## src/rtl/core/pfc_pkg.sv

```systemverilog
// pfc_pkg: shared types and constants of the page flash command controller
// no dependencies
`default_nettype none
package pfc_pkg;

  localparam int ADDR_W = 19;
  localparam int PAGE_W = 8;
  localparam int CNT_W  = 16;

  localparam logic [1:0] ACT_READ  = 2'd0;
  localparam logic [1:0] ACT_WRITE = 2'd1;
  localparam logic [1:0] ACT_TICK  = 2'd2;

  localparam logic [1:0] PH_IDLE  = 2'd0;
  localparam logic [1:0] PH_ARMED = 2'd1;
  localparam logic [1:0] PH_LOAD  = 2'd2;
  localparam logic [1:0] PH_BURN  = 2'd3;

  localparam logic [ADDR_W-1:0] UNLOCK_ADDR_A = 19'h05555;
  localparam logic [ADDR_W-1:0] UNLOCK_ADDR_B = 19'h02aaa;
  localparam logic [ADDR_W-1:0] UPPER_ID_ADDR = 19'h7fff2;
  localparam logic [7:0] UNLOCK_DATA_A = 8'haa;
  localparam logic [7:0] UNLOCK_DATA_B = 8'h55;
  localparam logic [7:0] MFR_ID        = 8'h1f;
  localparam logic [7:0] DEV_ID        = 8'ha4;

  localparam logic [7:0] CMD_ERASE    = 8'h10;
  localparam logic [7:0] CMD_PROT_OFF = 8'h20;
  localparam logic [7:0] CMD_LOCKOUT  = 8'h40;
  localparam logic [7:0] CMD_PREFIX   = 8'h80;
  localparam logic [7:0] CMD_ID_ENTER = 8'h90;
  localparam logic [7:0] CMD_PROT_ON  = 8'ha0;
  localparam logic [7:0] CMD_ID_EXIT  = 8'hf0;

  typedef struct packed {
    logic [1:0]        unlock_step;
    logic              prefix_seen;
    logic [1:0]        phase;
    logic              lockout_pend;
    logic              prot_on_pend;
    logic              prot_off_pend;
    logic              lower_lock;
    logic              upper_lock;
    logic              write_protect;
    logic              ident_mode;
    logic              toggle;
    logic [ADDR_W-1:0] last_addr;
    logic              last_bit0;
    logic [CNT_W-1:0]  countdown;
    logic              armed;
    logic              changed;
  } pfc_state_t;

  typedef struct packed {
    logic       read_array;
    logic       commit;
    logic       erase;
    logic       buf_clear;
    logic       buf_write;
  } pfc_ctrl_t;

endpackage
`default_nettype wire

```

## src/rtl/core/pfc_step.sv

```systemverilog
// pfc_step: next-state logic of the command controller for one item
// depends on pfc_pkg
`default_nettype none
module pfc_step import pfc_pkg::*; #(
  parameter int BOOT_BLOCK_BYTES = 16384
) (
  input  wire pfc_state_t        cur,
  input  wire logic [1:0]        action,
  input  wire logic [ADDR_W-1:0] address,
  input  wire logic [7:0]        write_byte,
  input  wire logic [CNT_W-1:0]  load_window_ticks,
  input  wire logic [CNT_W-1:0]  burn_ticks,
  output pfc_state_t             nxt,
  output pfc_ctrl_t              ctrl,
  output logic [7:0]             reply
);

  localparam logic [ADDR_W-1:0] LOW_END  = ADDR_W'(BOOT_BLOCK_BYTES);
  localparam logic [ADDR_W-1:0] HIGH_BEG = ADDR_W'((1 << ADDR_W) - BOOT_BLOCK_BYTES);

  logic done;

  always_comb begin
    nxt   = cur;
    ctrl  = '0;
    reply = 8'd0;
    done  = 1'b0;
    case (action)
      ACT_READ: begin
        nxt.unlock_step  = 2'd0;
        nxt.prefix_seen  = 1'b0;
        nxt.lockout_pend = 1'b0;
        if (cur.phase == PH_ARMED) begin
          nxt.phase = PH_IDLE; nxt.prot_on_pend = 1'b0; nxt.prot_off_pend = 1'b0;
          nxt.armed = 1'b0; nxt.countdown = '0;
        end
        if (cur.ident_mode) begin
          if (address == 19'd0) reply = MFR_ID;
          else if (address == 19'd1) reply = DEV_ID;
          else if (address == 19'd2) reply = {7'h7f, cur.lower_lock};
          else if (address == UPPER_ID_ADDR) reply = {7'h7f, cur.upper_lock};
        end else if (cur.phase == PH_LOAD || cur.phase == PH_BURN) begin
          if (cur.phase == PH_LOAD) begin
            nxt.phase = PH_BURN; nxt.countdown = burn_ticks; nxt.armed = 1'b1;
          end
          reply = {6'd0, cur.toggle, (address == cur.last_addr) && !cur.last_bit0};
          nxt.toggle = !cur.toggle;
        end else begin
          ctrl.read_array = 1'b1;
        end
      end
      ACT_WRITE: begin
        if (cur.lockout_pend) begin
          nxt.lockout_pend = 1'b0;
          if (address == 19'd0 && write_byte == 8'h00) begin
            nxt.lower_lock = 1'b1; nxt.changed = 1'b1; done = 1'b1;
          end else if (address == '1 && write_byte == 8'hff) begin
            nxt.upper_lock = 1'b1; nxt.changed = 1'b1; done = 1'b1;
          end
        end
        if (!done) begin
          if (cur.unlock_step == 2'd0 && address == UNLOCK_ADDR_A &&
              write_byte == UNLOCK_DATA_A) begin
            nxt.unlock_step = 2'd1;
          end else if (cur.unlock_step == 2'd1 && address == UNLOCK_ADDR_B &&
                       write_byte == UNLOCK_DATA_B) begin
            nxt.unlock_step = 2'd2;
          end else if (cur.unlock_step == 2'd2 && address == UNLOCK_ADDR_A) begin
            nxt.phase = PH_IDLE; nxt.prot_on_pend = 1'b0; nxt.prot_off_pend = 1'b0;
            nxt.armed = 1'b0; nxt.countdown = '0;
            case (write_byte)
              CMD_ERASE: begin
                if (cur.prefix_seen && !cur.lower_lock && !cur.upper_lock) begin
                  ctrl.erase = 1'b1; nxt.changed = 1'b1;
                end
              end
              CMD_PROT_OFF: begin
                if (cur.prefix_seen) begin
                  nxt.phase = PH_ARMED; nxt.prot_off_pend = 1'b1;
                end
              end
              CMD_LOCKOUT: begin
                if (cur.prefix_seen) nxt.lockout_pend = 1'b1;
              end
              CMD_ID_ENTER: nxt.ident_mode = 1'b1;
              CMD_PROT_ON: begin
                nxt.phase = PH_ARMED; nxt.prot_on_pend = 1'b1;
              end
              CMD_ID_EXIT: nxt.ident_mode = 1'b0;
              default: ;
            endcase
            nxt.unlock_step = 2'd0;
            nxt.prefix_seen = (write_byte == CMD_PREFIX);
            done = 1'b1;
          end else begin
            nxt.unlock_step = 2'd0;
            nxt.prefix_seen = 1'b0;
          end
        end
        if (!done) begin
          if (nxt.phase == PH_LOAD &&
              address[ADDR_W-1:PAGE_W] != cur.last_addr[ADDR_W-1:PAGE_W]) begin
            nxt.phase = PH_IDLE; nxt.prot_on_pend = 1'b0; nxt.prot_off_pend = 1'b0;
            nxt.armed = 1'b0; nxt.countdown = '0;
          end
          if ((nxt.phase == PH_IDLE && !nxt.write_protect) || nxt.phase == PH_ARMED) begin
            if ((address < LOW_END && nxt.lower_lock) ||
                (address >= HIGH_BEG && nxt.upper_lock)) begin
              nxt.phase = PH_IDLE; nxt.prot_on_pend = 1'b0; nxt.prot_off_pend = 1'b0;
              nxt.armed = 1'b0; nxt.countdown = '0;
            end else begin
              ctrl.buf_clear = 1'b1;
              nxt.phase = PH_LOAD;
            end
          end
          if (nxt.phase == PH_LOAD) begin
            ctrl.buf_write = 1'b1;
            nxt.last_addr  = address;
            nxt.last_bit0  = write_byte[0];
            nxt.countdown  = load_window_ticks;
            nxt.armed      = 1'b1;
          end
        end
      end
      ACT_TICK: begin
        if (cur.armed) begin
          if (cur.countdown <= 16'd1) begin
            nxt.countdown = '0;
            nxt.armed = 1'b0;
            case (cur.phase)
              PH_ARMED: nxt.phase = PH_IDLE;
              PH_LOAD: begin
                nxt.phase = PH_BURN; nxt.countdown = burn_ticks; nxt.armed = 1'b1;
              end
              PH_BURN: begin
                ctrl.commit = 1'b1;
                if (cur.prot_on_pend) nxt.write_protect = 1'b1;
                if (cur.prot_off_pend) nxt.write_protect = 1'b0;
                nxt.phase = PH_IDLE;
                nxt.prot_on_pend = 1'b0;
                nxt.prot_off_pend = 1'b0;
                nxt.changed = 1'b1;
              end
              default: ;
            endcase
          end else begin
            nxt.countdown = cur.countdown - 16'd1;
          end
        end
      end
      default: ;
    endcase
  end

endmodule
`default_nettype wire

```

## config.mk

```make
export PLATFORM = sky130hd
export DESIGN_NAME = pfc_step
export DESIGN_NICKNAME = d
export VERILOG_FILES = /design/src/rtl/core/pfc_pkg.sv /design/src/rtl/core/pfc_step.sv
export SDC_FILE = /design/constraint.sdc
export NUM_CORES = 1
export LEC_CHECK = 0
export BUFFER_PORTS_ARGS = -buffer_cell sky130_fd_sc_hd__buf_4
export CAP_MARGIN = 20
export CORE_ASPECT_RATIO = 1.5
export CORE_UTILIZATION = 48
export DETAILED_ROUTE_END_ITERATION = 7
export PLACE_DENSITY_LB_ADDON = 0.1
export SYNTH_ARGS = -nofsm -noshare
export SYNTH_HDL_FRONTEND = slang
export SYNTH_SLANG_ARGS = --single-unit
export TNS_END_PERCENT = 100
```

## constraint.sdc

```tcl
create_clock -name vclk -period 3.8
set_input_delay 0.38 -clock vclk [all_inputs]
set_output_delay 0.38 -clock vclk [all_outputs]
set_load 0.02 [all_outputs]
```

==> impl_table.tex, run 1 <==
\begin{tabular}{lr}
\hline
Metric & Value \\
\hline
\multicolumn{2}{l}{\textbf{Status}} \\
\quad Run status & completed \\
\multicolumn{2}{l}{\textbf{Critical path}} \\
\quad Startpoint types & input pin \\
\quad Worst-path fanout max & 8 \\
\quad Maximum cell stage delay along the critical path & 0.75 ns \\
\quad Critical setup path kind & input pin to output port \\
\quad Cell mode on critical path & sky130\_fd\_sc\_hd\_\_buf\_4 \\
\quad Critical-path top delay cell & sky130\_fd\_sc\_hd\_\_or4\_1 \\
\quad CP Data Required Time & 3.42 ns \\
\quad Type of destination of the critical path & output port \\
\quad Crit-path cells & buf\_4 > or4\_4 > or4\_1 > nor3\_2 > buf\_4 > mux2\_2 > a32oi\_1 > a31oi\_1 > o21a\_1 > buf\_4 \\
\quad Arr. time, crit path & 3.32 ns \\
\multicolumn{2}{l}{\textbf{STA}} \\
\quad Pins over their slew limit & 0 \\
\quad Pin slew with the least headroom to its limit & 0.825 ns \\
\quad Final number of setup-violating endpoints & 0 \\
\quad Post-layout min period & 3.70 ns \\
\quad Number of hold-slack violations in the final timing report & 0 \\
\quad Maximum achievable frequency & 270 MHz \\
\quad Final worst-path cycle share & 97.4\% \\
\quad Headroom to the max-slew limit & 44.5\% \\
\quad TNS Setup & 0 ns \\
\quad Unrepaired setup endpoints after global routing & no \\
\multicolumn{2}{l}{\textbf{Drt}} \\
\quad Detail Route Antenna Nets & 0 \\
\quad Post-route DRC & 0 \\
\quad Number of design-rule violations left by the first detailed-router iteration & 630 \\
\quad Average wire per cell in the routed design & 20.9 um \\
\quad First-pass iteration count of the detailed router & 5 \\
\quad Final Routed Wirelength & 15.8 mm \\
\quad Via count & 5272 \\
\quad Via/cell ratio & 6.97 \\
\multicolumn{2}{l}{\textbf{Global route}} \\
\quad Maximum number of pins on one net before global-route repair & 28 \\
\quad First-pass GRT wire length & 24.7 mm \\
\quad Number of antenna violations at the first check in global routing & 0 \\
\quad All-layer global routing usage & 41.3\% \\
\quad Total grt overflow & 0 \\
\quad Number of global-route vias before repair & 5163 \\
\multicolumn{2}{l}{\textbf{Finish}} \\
\quad Count of clock-net buffers in the final layout & 0 \\
\quad Count of non-filler cells in the finished layout & 756 \\
\quad Number of flip-flops and latches & 0 \\
\quad Number of antenna cells inserted & 0 \\
\quad Syn-to-layout area delta & 43.9\% \\
\quad Nets & 801 \\
\quad Register area & 0 um\^{}2 \\
\quad Layout cell share with drive strength beyond 1 & 35.1\% \\
\multicolumn{2}{l}{\textbf{Synth}} \\
\quad Yosys cell types & 79 \\
\quad Synthesis warning total & 0 \\
\quad Portion of the post-synthesis area used by sequential elements & 0\% \\
\quad Avg Synthesized Cell Area & 6.38 um\^{}2 \\
\quad Synth Instances & 519 \\
\quad Top area cells in the synthesized netlist & sky130\_fd\_sc\_hd\_\_nor2\_1, sky130\_fd\_sc\_hd\_\_mux2\_2, sky130\_fd\_sc\_hd\_\_a21oi\_1, sky130\_fd\_sc\_hd\_\_nand2\_1, sky130\_fd\_sc\_hd\_\_nand4\_1 \\
\quad Cell type contributing the most total cell area after synthesis & sky130\_fd\_sc\_hd\_\_nor2\_1 \\
\quad Most frequent cell after synthesis & sky130\_fd\_sc\_hd\_\_nor2\_1 \\
\quad Post-synth top area share & 5.89\% \\
\quad Commonest cells in the netlist & sky130\_fd\_sc\_hd\_\_nor2\_1, sky130\_fd\_sc\_hd\_\_nand2\_1, sky130\_fd\_sc\_hd\_\_clkbuf\_1 \\
\quad Syn nets & 638 \\
\quad Post-synthesis cell area & 0.00331 mm\^{}2 \\
\multicolumn{2}{l}{\textbf{Placed design}} \\
\quad Gpl congestion & 1.07 \\
\quad \# placed instances & 756 \\
\quad Quantity of I/O buffers inserted on ports & 176 \\
\quad DP Wirelength & 12.7 mm \\
\multicolumn{2}{l}{\textbf{Pwr}} \\
\quad LEAKAGE & 2.04 nW \\
\quad Peak supply drop & 0.109 mV \\
\quad Power per cell area & 123 mW/mm\^{}2 \\
\quad Power consumption & 0.584 mW \\
\multicolumn{2}{l}{\textbf{Clock tree}} \\
\quad Number of buffers added for setup after CTS & 0 \\
\quad Number of resized instances in the post-cts repair step & 0 \\
\quad Hold\_buf cts & 0 \\
\multicolumn{2}{l}{\textbf{Floorplan}} \\
\quad Placeable Area & 0.00658 mm\^{}2 \\
\quad Starting density of the core & 50.4\% \\
\quad Die ar. & 0.00724 mm\^{}2 \\
\quad DIE WIDTH & 69.8 um \\
\quad Total number of placement rows & 36 \\
\quad Count of boundary I/O pins & 176 \\
\quad Height of the die & 104 um \\
\multicolumn{2}{l}{\textbf{Worst hold path}} \\
\quad Type of the worst min-delay path & input pin to output port \\
\multicolumn{2}{l}{\textbf{Run}} \\
\quad Number of maximum-capacitance violations & 0 \\
\hline
\end{tabular}
-- worst max-delay path, delay by kind of cell --
family / cells / cell delay (ns)
buffers and inverters: 3 / 0.49
muxes: 1 / 0.33
and+or+nand+nor: 3 / 1.63
AOI/OAI and AO/OA: 3 / 0.48
-- final timing paths --
path | start | end | slack (ns) | depth (start not counted)
min | cur[43] | nxt[40] | 1.05 | 3
max | cur[15] | nxt[46] | 0.10 | 10
-- cells in the final DEF, fill, tap and decap left out, types with 8 or more instances in the layout --
cell type | netlist | final
sky130_fd_sc_hd__buf_4 | 5 | 202
sky130_fd_sc_hd__nor2_1 | 52 | 52
sky130_fd_sc_hd__nand2_1 | 39 | 39
sky130_fd_sc_hd__a21oi_1 | 31 | 31
sky130_fd_sc_hd__o21ai_0 | 24 | 24
sky130_fd_sc_hd__inv_1 | 23 | 23
sky130_fd_sc_hd__nand4_1 | 23 | 23
sky130_fd_sc_hd__nand3_1 | 21 | 21
sky130_fd_sc_hd__nor4_1 | 16 | 16
sky130_fd_sc_hd__nor3_1 | 16 | 16
sky130_fd_sc_hd__xnor2_1 | 16 | 16
sky130_fd_sc_hd__mux2_2 | 16 | 16
sky130_fd_sc_hd__a211oi_1 | 13 | 13
sky130_fd_sc_hd__or3_1 | 10 | 10
sky130_fd_sc_hd__o211ai_1 | 10 | 10
sky130_fd_sc_hd__a31oi_1 | 10 | 10
sky130_fd_sc_hd__and3_1 | 8 | 8
sky130_fd_sc_hd__a22oi_1 | 8 | 8
sky130_fd_sc_hd__a22o_1 | 8 | 8
-- final cells by class --
type,instances,area [um^2]
timing repair buffer,203,1540
multi-input combinational,453,3040
tap,76,95.1
fill,581,1810
inverter,24,90.1
-- metrics by stage --
| step | hold WS, ns | util (%) | area (um^2) | worst slack, ns |
|---|---|---|---|---|
| 2_1_floorplan | 0.889 | - | 3310 | 0.310 |
| 3_3_place_gp | 1.05 | 72.5 | 4760 | 0.160 |
| 3_5_place_dp | 1.05 | 72.5 | 4760 | 0.149 |
| 4_1_cts | 1.05 | 72.5 | 4760 | 0.145 |
| 5_1_grt | 1.06 | 72.5 | 4760 | 0.0397 |
| 6_report | 1.05 | 72.5 | 4760 | 0.100 |
-- power by group --
| part | leakage [nW] | internal (mW) | total, mW | switching, mW |
|---|---|---|---|---|
| clock network | 0 | 0 | 0 | 0 |
| registers | 0 | 0 | 0 | 0 |
| logic | 2.04 | 0.264 | 0.584 | 0.320 |
| total | 2.04 | 0.264 | 0.584 | 0.320 |
-- per-layer routing --
metal  vias up  GRT usage, %  routed length [um]
met1      2361          42.4                5100
li1       2358             -                   -
met4         0          30.1                1270
met5         -             0                   0
met2       440          75.3                8020
met3       113          4.09                1380
-- cells by family (layout without fill, tap and decap cells) --
| kind of cell | Yosys count | count (layout) | share of synthesized area [%] |
|---|---|---|---|
| XOR/XNOR | 20 | 20 | 5.29 |
| AO/OA/AOI/OAI | 175 | 175 | 38.3 |
| multiplexers | 23 | 23 | 7.78 |
| AND/OR/NAND/NOR | 228 | 228 | 37.6 |
| buffers and inverters | 66 | 227 | 8.39 |
| adder cells (fa/ha/maj) | 7 | 7 | 2.64 |
Power figures use the tool's default switching activity.
==> run 2, diff against run 1 <==
--- a/config.mk
+++ b/config.mk
@@ -8,7 +8,7 @@
 export BUFFER_PORTS_ARGS = -buffer_cell sky130_fd_sc_hd__buf_4
 export CAP_MARGIN = 20
 export CORE_ASPECT_RATIO = 1.5
-export CORE_UTILIZATION = 48
+export CORE_UTILIZATION = 52
 export DETAILED_ROUTE_END_ITERATION = 7
 export PLACE_DENSITY_LB_ADDON = 0.1
 export SYNTH_ARGS = -nofsm -noshare
==> constraint.sdc (replaced) <==
create_clock -name vclk -period 4.8
set_input_delay 0.48 -clock vclk [all_inputs]
set_output_delay 0.48 -clock vclk [all_outputs]
set_load 0.02 [all_outputs]
==> run 2 against run 1 <==
- the run now ends with design-rule violations left
- combinational power fell by 22%
- wire length decreased by 3.4%
- sequential cell count is the same
- largest cell class unchanged
- critical path depth is 1 lower
- die area decreased by 7.5%
- critical endpoint is now nxt[10]
==> impl_table.tex, run 2 (synthesized netlist as in run 1, its figures left out) <==
\begin{tabular}{lr}
\hline
Metric & Value \\
\hline
\multicolumn{2}{l}{\textbf{Floorplan}} \\
\quad Placeable Area & 0.00613 mm\^{}2 (-6.8\%) \\
\quad Total number of placement rows & 35 (-2.8\%) \\
\quad Die ar. & 0.00670 mm\^{}2 (-7.5\%) \\
\quad Count of boundary I/O pins & 176 (unchanged) \\
\quad Height of the die & 99.7 um (-3.9\%) \\
\quad DIE WIDTH & 67.2 um (-3.8\%) \\
\quad Starting density of the core & 54.0\% (+3.7 points) \\
\multicolumn{2}{l}{\textbf{Finish}} \\
\quad Area of all placed cells without fillers & 0.00460 mm\^{}2 (-3.5\%) \\
\quad Area of the multi-input gates & 0.00304 mm\^{}2 (unchanged) \\
\quad Number of antenna cells inserted & 0 (unchanged) \\
\quad Count of clock-net buffers in the final layout & 0 (unchanged) \\
\quad Commonest cells after routing, fill and taps aside & sky130\_fd\_sc\_hd\_\_buf\_4, sky130\_fd\_sc\_hd\_\_nor2\_1, sky130\_fd\_sc\_hd\_\_nand2\_1, sky130\_fd\_sc\_hd\_\_a21oi\_1, sky130\_fd\_sc\_hd\_\_o21ai\_0 \\
\quad Number of flip-flops and latches & 0 (unchanged) \\
\quad Nets & 781 (-2.5\%) \\
\quad Syn-to-layout area delta & 38.9\% \\
\quad Register area & 0 um\^{}2 (unchanged) \\
\quad Layout cell share with drive strength beyond 1 & 33.2\% (-2.0 points) \\
\quad Commonest non-fill, non-tap cell in the layout & sky130\_fd\_sc\_hd\_\_buf\_4 \\
\quad Count of fill cells added during filler insertion & 519 (-11\%) \\
\multicolumn{2}{l}{\textbf{Placed design}} \\
\quad Quantity of I/O buffers inserted on ports & 176 (unchanged) \\
\quad DP Wirelength & 11.9 mm (-5.9\%) \\
\quad Total placed instance area & 0.00460 mm\^{}2 (-3.5\%) \\
\quad Gpl congestion & 1.13 (+5.2\%) \\
\multicolumn{2}{l}{\textbf{Critical path}} \\
\quad CP Data Required Time & 4.32 ns (+0.90 ns) \\
\quad Critical setup path kind & input pin to output port \\
\quad Critical Path Start & cur[15] \\
\quad Startpoint types & input pin \\
\quad Arr. time, crit path & 3.62 ns (+0.30 ns) \\
\quad Worst-path fanout max & 8 (unchanged) \\
\quad Type of destination of the critical path & output port \\
\multicolumn{2}{l}{\textbf{STA}} \\
\quad Worst hold-check slack & 1.25 ns (+0.203 ns) \\
\quad Pin slew with the least headroom to its limit & 0.986 ns (+0.160 ns) \\
\quad TNS Setup & 0 ns (unchanged) \\
\quad Post-layout min period & 4.10 ns \\
\quad Headroom to the max-slew limit & 33.7\% (-11 points) \\
\quad Unrepaired setup endpoints after global routing & no \\
\quad Maximum achievable frequency & 244 MHz \\
\quad Number of hold-slack violations in the final timing report & 0 (unchanged) \\
\quad Final number of setup-violating endpoints & 0 (unchanged) \\
\quad Pins over their slew limit & 0 (unchanged) \\
\quad Final worst-path cycle share & 85.4\% \\
\multicolumn{2}{l}{\textbf{Drt}} \\
\quad Final Routed Wirelength & 15.2 mm (-3.4\%) \\
\quad Number of design-rule violations left by the first detailed-router iteration & 878 (+39\%) \\
\quad Via/cell ratio & 7.20 (+3.2\%) \\
\quad Detail Route Antenna Nets & 0 (unchanged) \\
\quad Post-route DRC & 5 (+5) \\
\quad Average wire per cell in the routed design & 20.8 um (-0.53\%) \\
\quad First-pass iteration count of the detailed router & 8 (+3) \\
\quad Via count & 5282 (+0.19\%) \\
\multicolumn{2}{l}{\textbf{Global route}} \\
\quad Maximum number of pins on one net before global-route repair & 28 (unchanged) \\
\quad All-layer global routing usage & 45.1\% (+3.8 points) \\
\quad Number of antenna violations at the first check in global routing & 0 (unchanged) \\
\quad First-pass GRT wire length & 23.7 mm (-4.1\%) \\
\quad Number of global-route vias before repair & 5006 (-3.0\%) \\
\quad Total grt overflow & 0 (unchanged) \\
\multicolumn{2}{l}{\textbf{Worst hold path}} \\
\quad Min-Delay Startpoint & cur[43] \\
\quad Type of the worst min-delay path & input pin to output port \\
\multicolumn{2}{l}{\textbf{Pwr}} \\
\quad Peak supply drop & 0.0870 mV (-20\%) \\
\quad Power per cell area & 99.4 mW/mm\^{}2 (-19\%) \\
\quad LEAKAGE & 1.94 nW (-5.2\%) \\
\multicolumn{2}{l}{\textbf{Clock tree}} \\
\quad Hold\_buf cts & 0 (unchanged) \\
\quad Number of resized instances in the post-cts repair step & 0 (unchanged) \\
\quad Number of buffers added for setup after CTS & 0 (unchanged) \\
\multicolumn{2}{l}{\textbf{Status}} \\
\quad Run status & finished with violations \\
\quad Violated checks & design-rule violations \\
\multicolumn{2}{l}{\textbf{Run}} \\
\quad Number of maximum-capacitance violations & 0 (unchanged) \\
\hline
\end{tabular}
-- run 2: changes by cell type in the layout (fill, tap and decap cells not counted), sizes merged --
cell,previous run,this run
buf,203,183
-- run 2: report_power, final --
group          total, mW  internal (mW)  switching, mW
combinational      0.457          0.204          0.253
clock                  0              0              0
sequential             0              0              0
-- run 2: worst paths after layout --
| path | slack, ns | cells after the start | end |
|---|---|---|---|
| max | 0.70 | 9 | nxt[10] |
| min | 1.25 | 3 | nxt[40] |
-- run 2: stage by stage --
stage	total power, mW	instances	utilization (%)	setup WS [ns]
after floorplan	0.241	519	-	1.11
after global placement	0.435	734	75.0	0.935
after detailed placement	0.442	734	75.0	0.903
after CTS	0.444	734	75.0	0.896
after global routing	0.481	734	75.0	0.622
final	0.457	734	75.0	0.702
-- run 2: area by class of cell --
cell class / count / area share (%)
inverters: 24 / 1.96
repair buffers: 183 / 29.9
multi-input cells: 453 / 66.2
well taps: 74 / 2.01
-- run 2: critical path, cell delays in order --
cell,delay [ns]
sky130_fd_sc_hd__buf_4,0.14
sky130_fd_sc_hd__or4_4,0.55
sky130_fd_sc_hd__or4_1,0.73
sky130_fd_sc_hd__nor3_2,0.62
sky130_fd_sc_hd__a21oi_1,0.16
sky130_fd_sc_hd__or3_1,0.36
sky130_fd_sc_hd__a211oi_1,0.25
sky130_fd_sc_hd__o32ai_1,0.14
sky130_fd_sc_hd__buf_4,0.17
-- run 2: routing by layer --
metal | vias to the layer above | share of wire, % | track usage [%] | routed length, um
met2 | 491 | 49 | 77.0 | 7420
li1 | 2316 | - | - | -
met1 | 2341 | 32 | 47.8 | 4850
met4 | 0 | 8.6 | 33.1 | 1310
met5 | - | 0 | 0 | 0
met3 | 134 | 11 | 7.45 | 1650
==> run 3, diff against run 2 <==
==> constraint.sdc (replaced) <==
create_clock -name vclk -period 5.2
set_input_delay 0.52 -clock vclk [all_inputs]
set_output_delay 0.52 -clock vclk [all_outputs]
set_load 0.02 [all_outputs]
==> run 3 against run 2 <==
- the flow now finishes without violations
- sequential share of layout area unchanged
- non-clock buffer count down 1
- critical path type unchanged
- hold slack better by 0.072 ns
- largest cell class unchanged
- worst setup slack better by 0.054 ns
- combinational power down 8.5%
- critical path depth unchanged
==> impl_table.tex, run 3 (synthesized netlist as in run 1, its figures left out) <==
\begin{tabular}{lr}
\hline
Metric & Value \\
\hline
\multicolumn{2}{l}{\textbf{Global route}} \\
\quad Number of global-route vias before repair & 5104 (+2.0\%) \\
\quad Maximum number of pins on one net before global-route repair & 29 (+3.6\%) \\
\quad First-pass GRT wire length & 23.8 mm (+0.49\%) \\
\quad Total grt overflow & 0 (unchanged) \\
\quad All-layer global routing usage & 45.1\% (about the same) \\
\quad Number of antenna violations at the first check in global routing & 0 (unchanged) \\
\multicolumn{2}{l}{\textbf{STA}} \\
\quad Maximum achievable frequency & 225 MHz \\
\quad Post-layout min period & 4.44 ns \\
\quad Final worst-path cycle share & 85.5\% \\
\quad Pins over their slew limit & 0 (unchanged) \\
\quad TNS Setup & 0 ns (unchanged) \\
\quad Number of hold-slack violations in the final timing report & 0 (unchanged) \\
\quad Headroom to the max-slew limit & 34.1\% (+0.41 points) \\
\quad Unrepaired setup endpoints after global routing & no \\
\quad Final number of setup-violating endpoints & 0 (unchanged) \\
\quad Pin slew with the least headroom to its limit & 0.979 ns (-0.00606 ns) \\
\multicolumn{2}{l}{\textbf{Finish}} \\
\quad Layout cell share with drive strength beyond 1 & 33.1\% (-0.10 points) \\
\quad Count of clock-net buffers in the final layout & 0 (unchanged) \\
\quad Commonest cells after routing, fill and taps aside & sky130\_fd\_sc\_hd\_\_buf\_4, sky130\_fd\_sc\_hd\_\_nor2\_1, sky130\_fd\_sc\_hd\_\_nand2\_1, sky130\_fd\_sc\_hd\_\_a21oi\_1, sky130\_fd\_sc\_hd\_\_o21ai\_0 \\
\quad Syn-to-layout area delta & 38.6\% \\
\quad Commonest non-fill, non-tap cell in the layout & sky130\_fd\_sc\_hd\_\_buf\_4 \\
\quad Nets & 780 (-0.13\%) \\
\quad Count of fill cells added during filler insertion & 516 (-0.58\%) \\
\quad Register area & 0 um\^{}2 (unchanged) \\
\quad Number of antenna cells inserted & 0 (unchanged) \\
\quad Number of flip-flops and latches & 0 (unchanged) \\
\quad Count of non-filler cells in the finished layout & 733 (-0.14\%) \\
\quad Final standard cell utilization of the core & 74.9\% (-0.12 points) \\
\multicolumn{2}{l}{\textbf{Pwr}} \\
\quad Peak supply drop & 0.0736 mV (-15\%) \\
\quad Switching part of the total & 55.1\% (-0.19 points) \\
\quad LEAKAGE & 1.93 nW (-0.24\%) \\
\quad Clock Power Share & 0\% (unchanged) \\
\quad Sw Pwr & 0.230 mW (-8.9\%) \\
\quad Cell Int Power & 0.187 mW (-8.2\%) \\
\quad Power consumption & 0.418 mW (-8.6\%) \\
\quad Combinational group share of total power & 100.0\% (about the same) \\
\quad Sequential Power Share & 0\% (unchanged) \\
\quad Power per cell area & 91.0 mW/mm\^{}2 (-8.4\%) \\
\multicolumn{2}{l}{\textbf{Critical path}} \\
\quad Crit-path cells & buf\_4 > or4\_1 > o41ai\_1 > nor4\_1 > o41ai\_4 > nor4b\_4 > buf\_4 > mux2\_2 > buf\_4 \\
\quad Worst-path fanout max & 21 (+13) \\
\quad Maximum cell stage delay along the critical path & 0.85 ns (+0.12 ns) \\
\quad Critical setup path kind & input pin to output port \\
\quad Cell mode on critical path & sky130\_fd\_sc\_hd\_\_buf\_4 \\
\quad Type of destination of the critical path & output port \\
\quad Arr. time, crit path & 3.92 ns (+0.30 ns) \\
\quad CP Data Required Time & 4.68 ns (+0.36 ns) \\
\quad Critical-path top delay cell & sky130\_fd\_sc\_hd\_\_o41ai\_4 \\
\quad Startpoint types & input pin \\
\multicolumn{2}{l}{\textbf{Drt}} \\
\quad Detailed-route wire length on metal 1 & 4.99 mm (+2.8\%) \\
\quad First-pass iteration count of the detailed router & 8 (unchanged) \\
\quad Number of design-rule violations left by the first detailed-router iteration & 833 (-5.1\%) \\
\quad Average wire per cell in the routed design & 20.3 um (-2.0\%) \\
\quad Via/cell ratio & 7.07 (-1.8\%) \\
\quad Final Routed Wirelength & 14.9 mm (-2.2\%) \\
\quad Via count & 5181 (-1.9\%) \\
\quad Post-route DRC & 0 (-5) \\
\quad Detail Route met3 WL & 1.38 mm (-17\%) \\
\quad Wire length on met2 & 7.40 mm (-0.30\%) \\
\quad Top routing layer used & met4 \\
\quad Detail Route Antenna Nets & 0 (unchanged) \\
\multicolumn{2}{l}{\textbf{Floorplan}} \\
\quad Die ar. & 0.00670 mm\^{}2 (unchanged) \\
\quad Starting density of the core & 54.0\% (unchanged) \\
\quad Height of the die & 99.7 um (unchanged) \\
\quad Placeable Area & 0.00613 mm\^{}2 (unchanged) \\
\quad Count of boundary I/O pins & 176 (unchanged) \\
\quad Total number of placement rows & 35 (unchanged) \\
\quad DIE WIDTH & 67.2 um (unchanged) \\
\multicolumn{2}{l}{\textbf{Worst hold path}} \\
\quad WHS Path Cells & 3 (unchanged) \\
\quad Type of the worst min-delay path & input pin to output port \\
\quad Endpoint with the worst hold slack & nxt[40] \\
\quad Min-Delay Startpoint & cur[43] \\
\multicolumn{2}{l}{\textbf{Clock tree}} \\
\quad Hold\_buf cts & 0 (unchanged) \\
\quad Number of resized instances in the post-cts repair step & 0 (unchanged) \\
\quad Number of buffers added for setup after CTS & 0 (unchanged) \\
\multicolumn{2}{l}{\textbf{Status}} \\
\quad Run status & completed \\
\multicolumn{2}{l}{\textbf{Placed design}} \\
\quad DP Wirelength & 11.8 mm (-1.3\%) \\
\quad Quantity of I/O buffers inserted on ports & 176 (unchanged) \\
\quad Gpl congestion & 1.07 (-4.6\%) \\
\quad \# placed instances & 733 (-0.14\%) \\
\multicolumn{2}{l}{\textbf{Run}} \\
\quad Number of maximum-capacitance violations & 0 (unchanged) \\
\hline
\end{tabular}
run 3: worst max path at each step:
stage | from | end | slack (ns) | cells past startpoint
after detailed placement | write_byte[1] | nxt[31] | 0.81 | 9
after global routing | write_byte[1] | nxt[31] | 0.57 | 9
after global placement | write_byte[1] | nxt[18] | 0.91 | 9
final | write_byte[1] | nxt[31] | 0.76 | 9
after CTS | write_byte[1] | nxt[31] | 0.79 | 9
after floorplan | cur[13] | nxt[10] | 1.43 | 9
run 3: per-stage QoR:
step | worst slack (ns) | area (um^2) | hold slack, ns
4_1_cts | 0.789 | 4590 | 1.33
3_5_place_dp | 0.808 | 4590 | 1.33
6_report | 0.756 | 4590 | 1.33
3_3_place_gp | 0.914 | 4590 | 1.33
5_1_grt | 0.575 | 4590 | 1.34
2_1_floorplan | 1.43 | 3310 | 1.17
run 3: final cells by class:
type / count / area [um^2] / share of cell area (%)
inverters: 24 / 90.1 / 1.96
multi-input cells: 453 / 3040 / 66.3
well taps: 74 / 92.6 / 2.02
repair buffers: 182 / 1370 / 29.8
run 3: worst max-delay path: cells and delay by family:
| family | cells | cell delay, ns |
|---|---|---|
| buffers and inverters | 3 | 0.59 |
| and+or+nand+nor | 3 | 1.11 |
| AOI/OAI and AO/OA | 2 | 1.33 |
| muxes | 1 | 0.38 |
run 3: power groups by stage:
stage / clock [mW] / combinational [mW] / sequential [mW]
floorplan: 0 / 0.222 / 0
global placement: 0 / 0.400 / 0
detailed placement: 0 / 0.407 / 0
CTS: 0 / 0.408 / 0
global route: 0 / 0.443 / 0
finish: 0 / 0.418 / 0
run 3: metal layers:
layer / track usage (%) / up-vias
li1: - / 2309
met2: 76.5 / 440
met3: 6.88 / 102
met4: 33.1 / 0
met1: 48.7 / 2330
met5: 0 / -
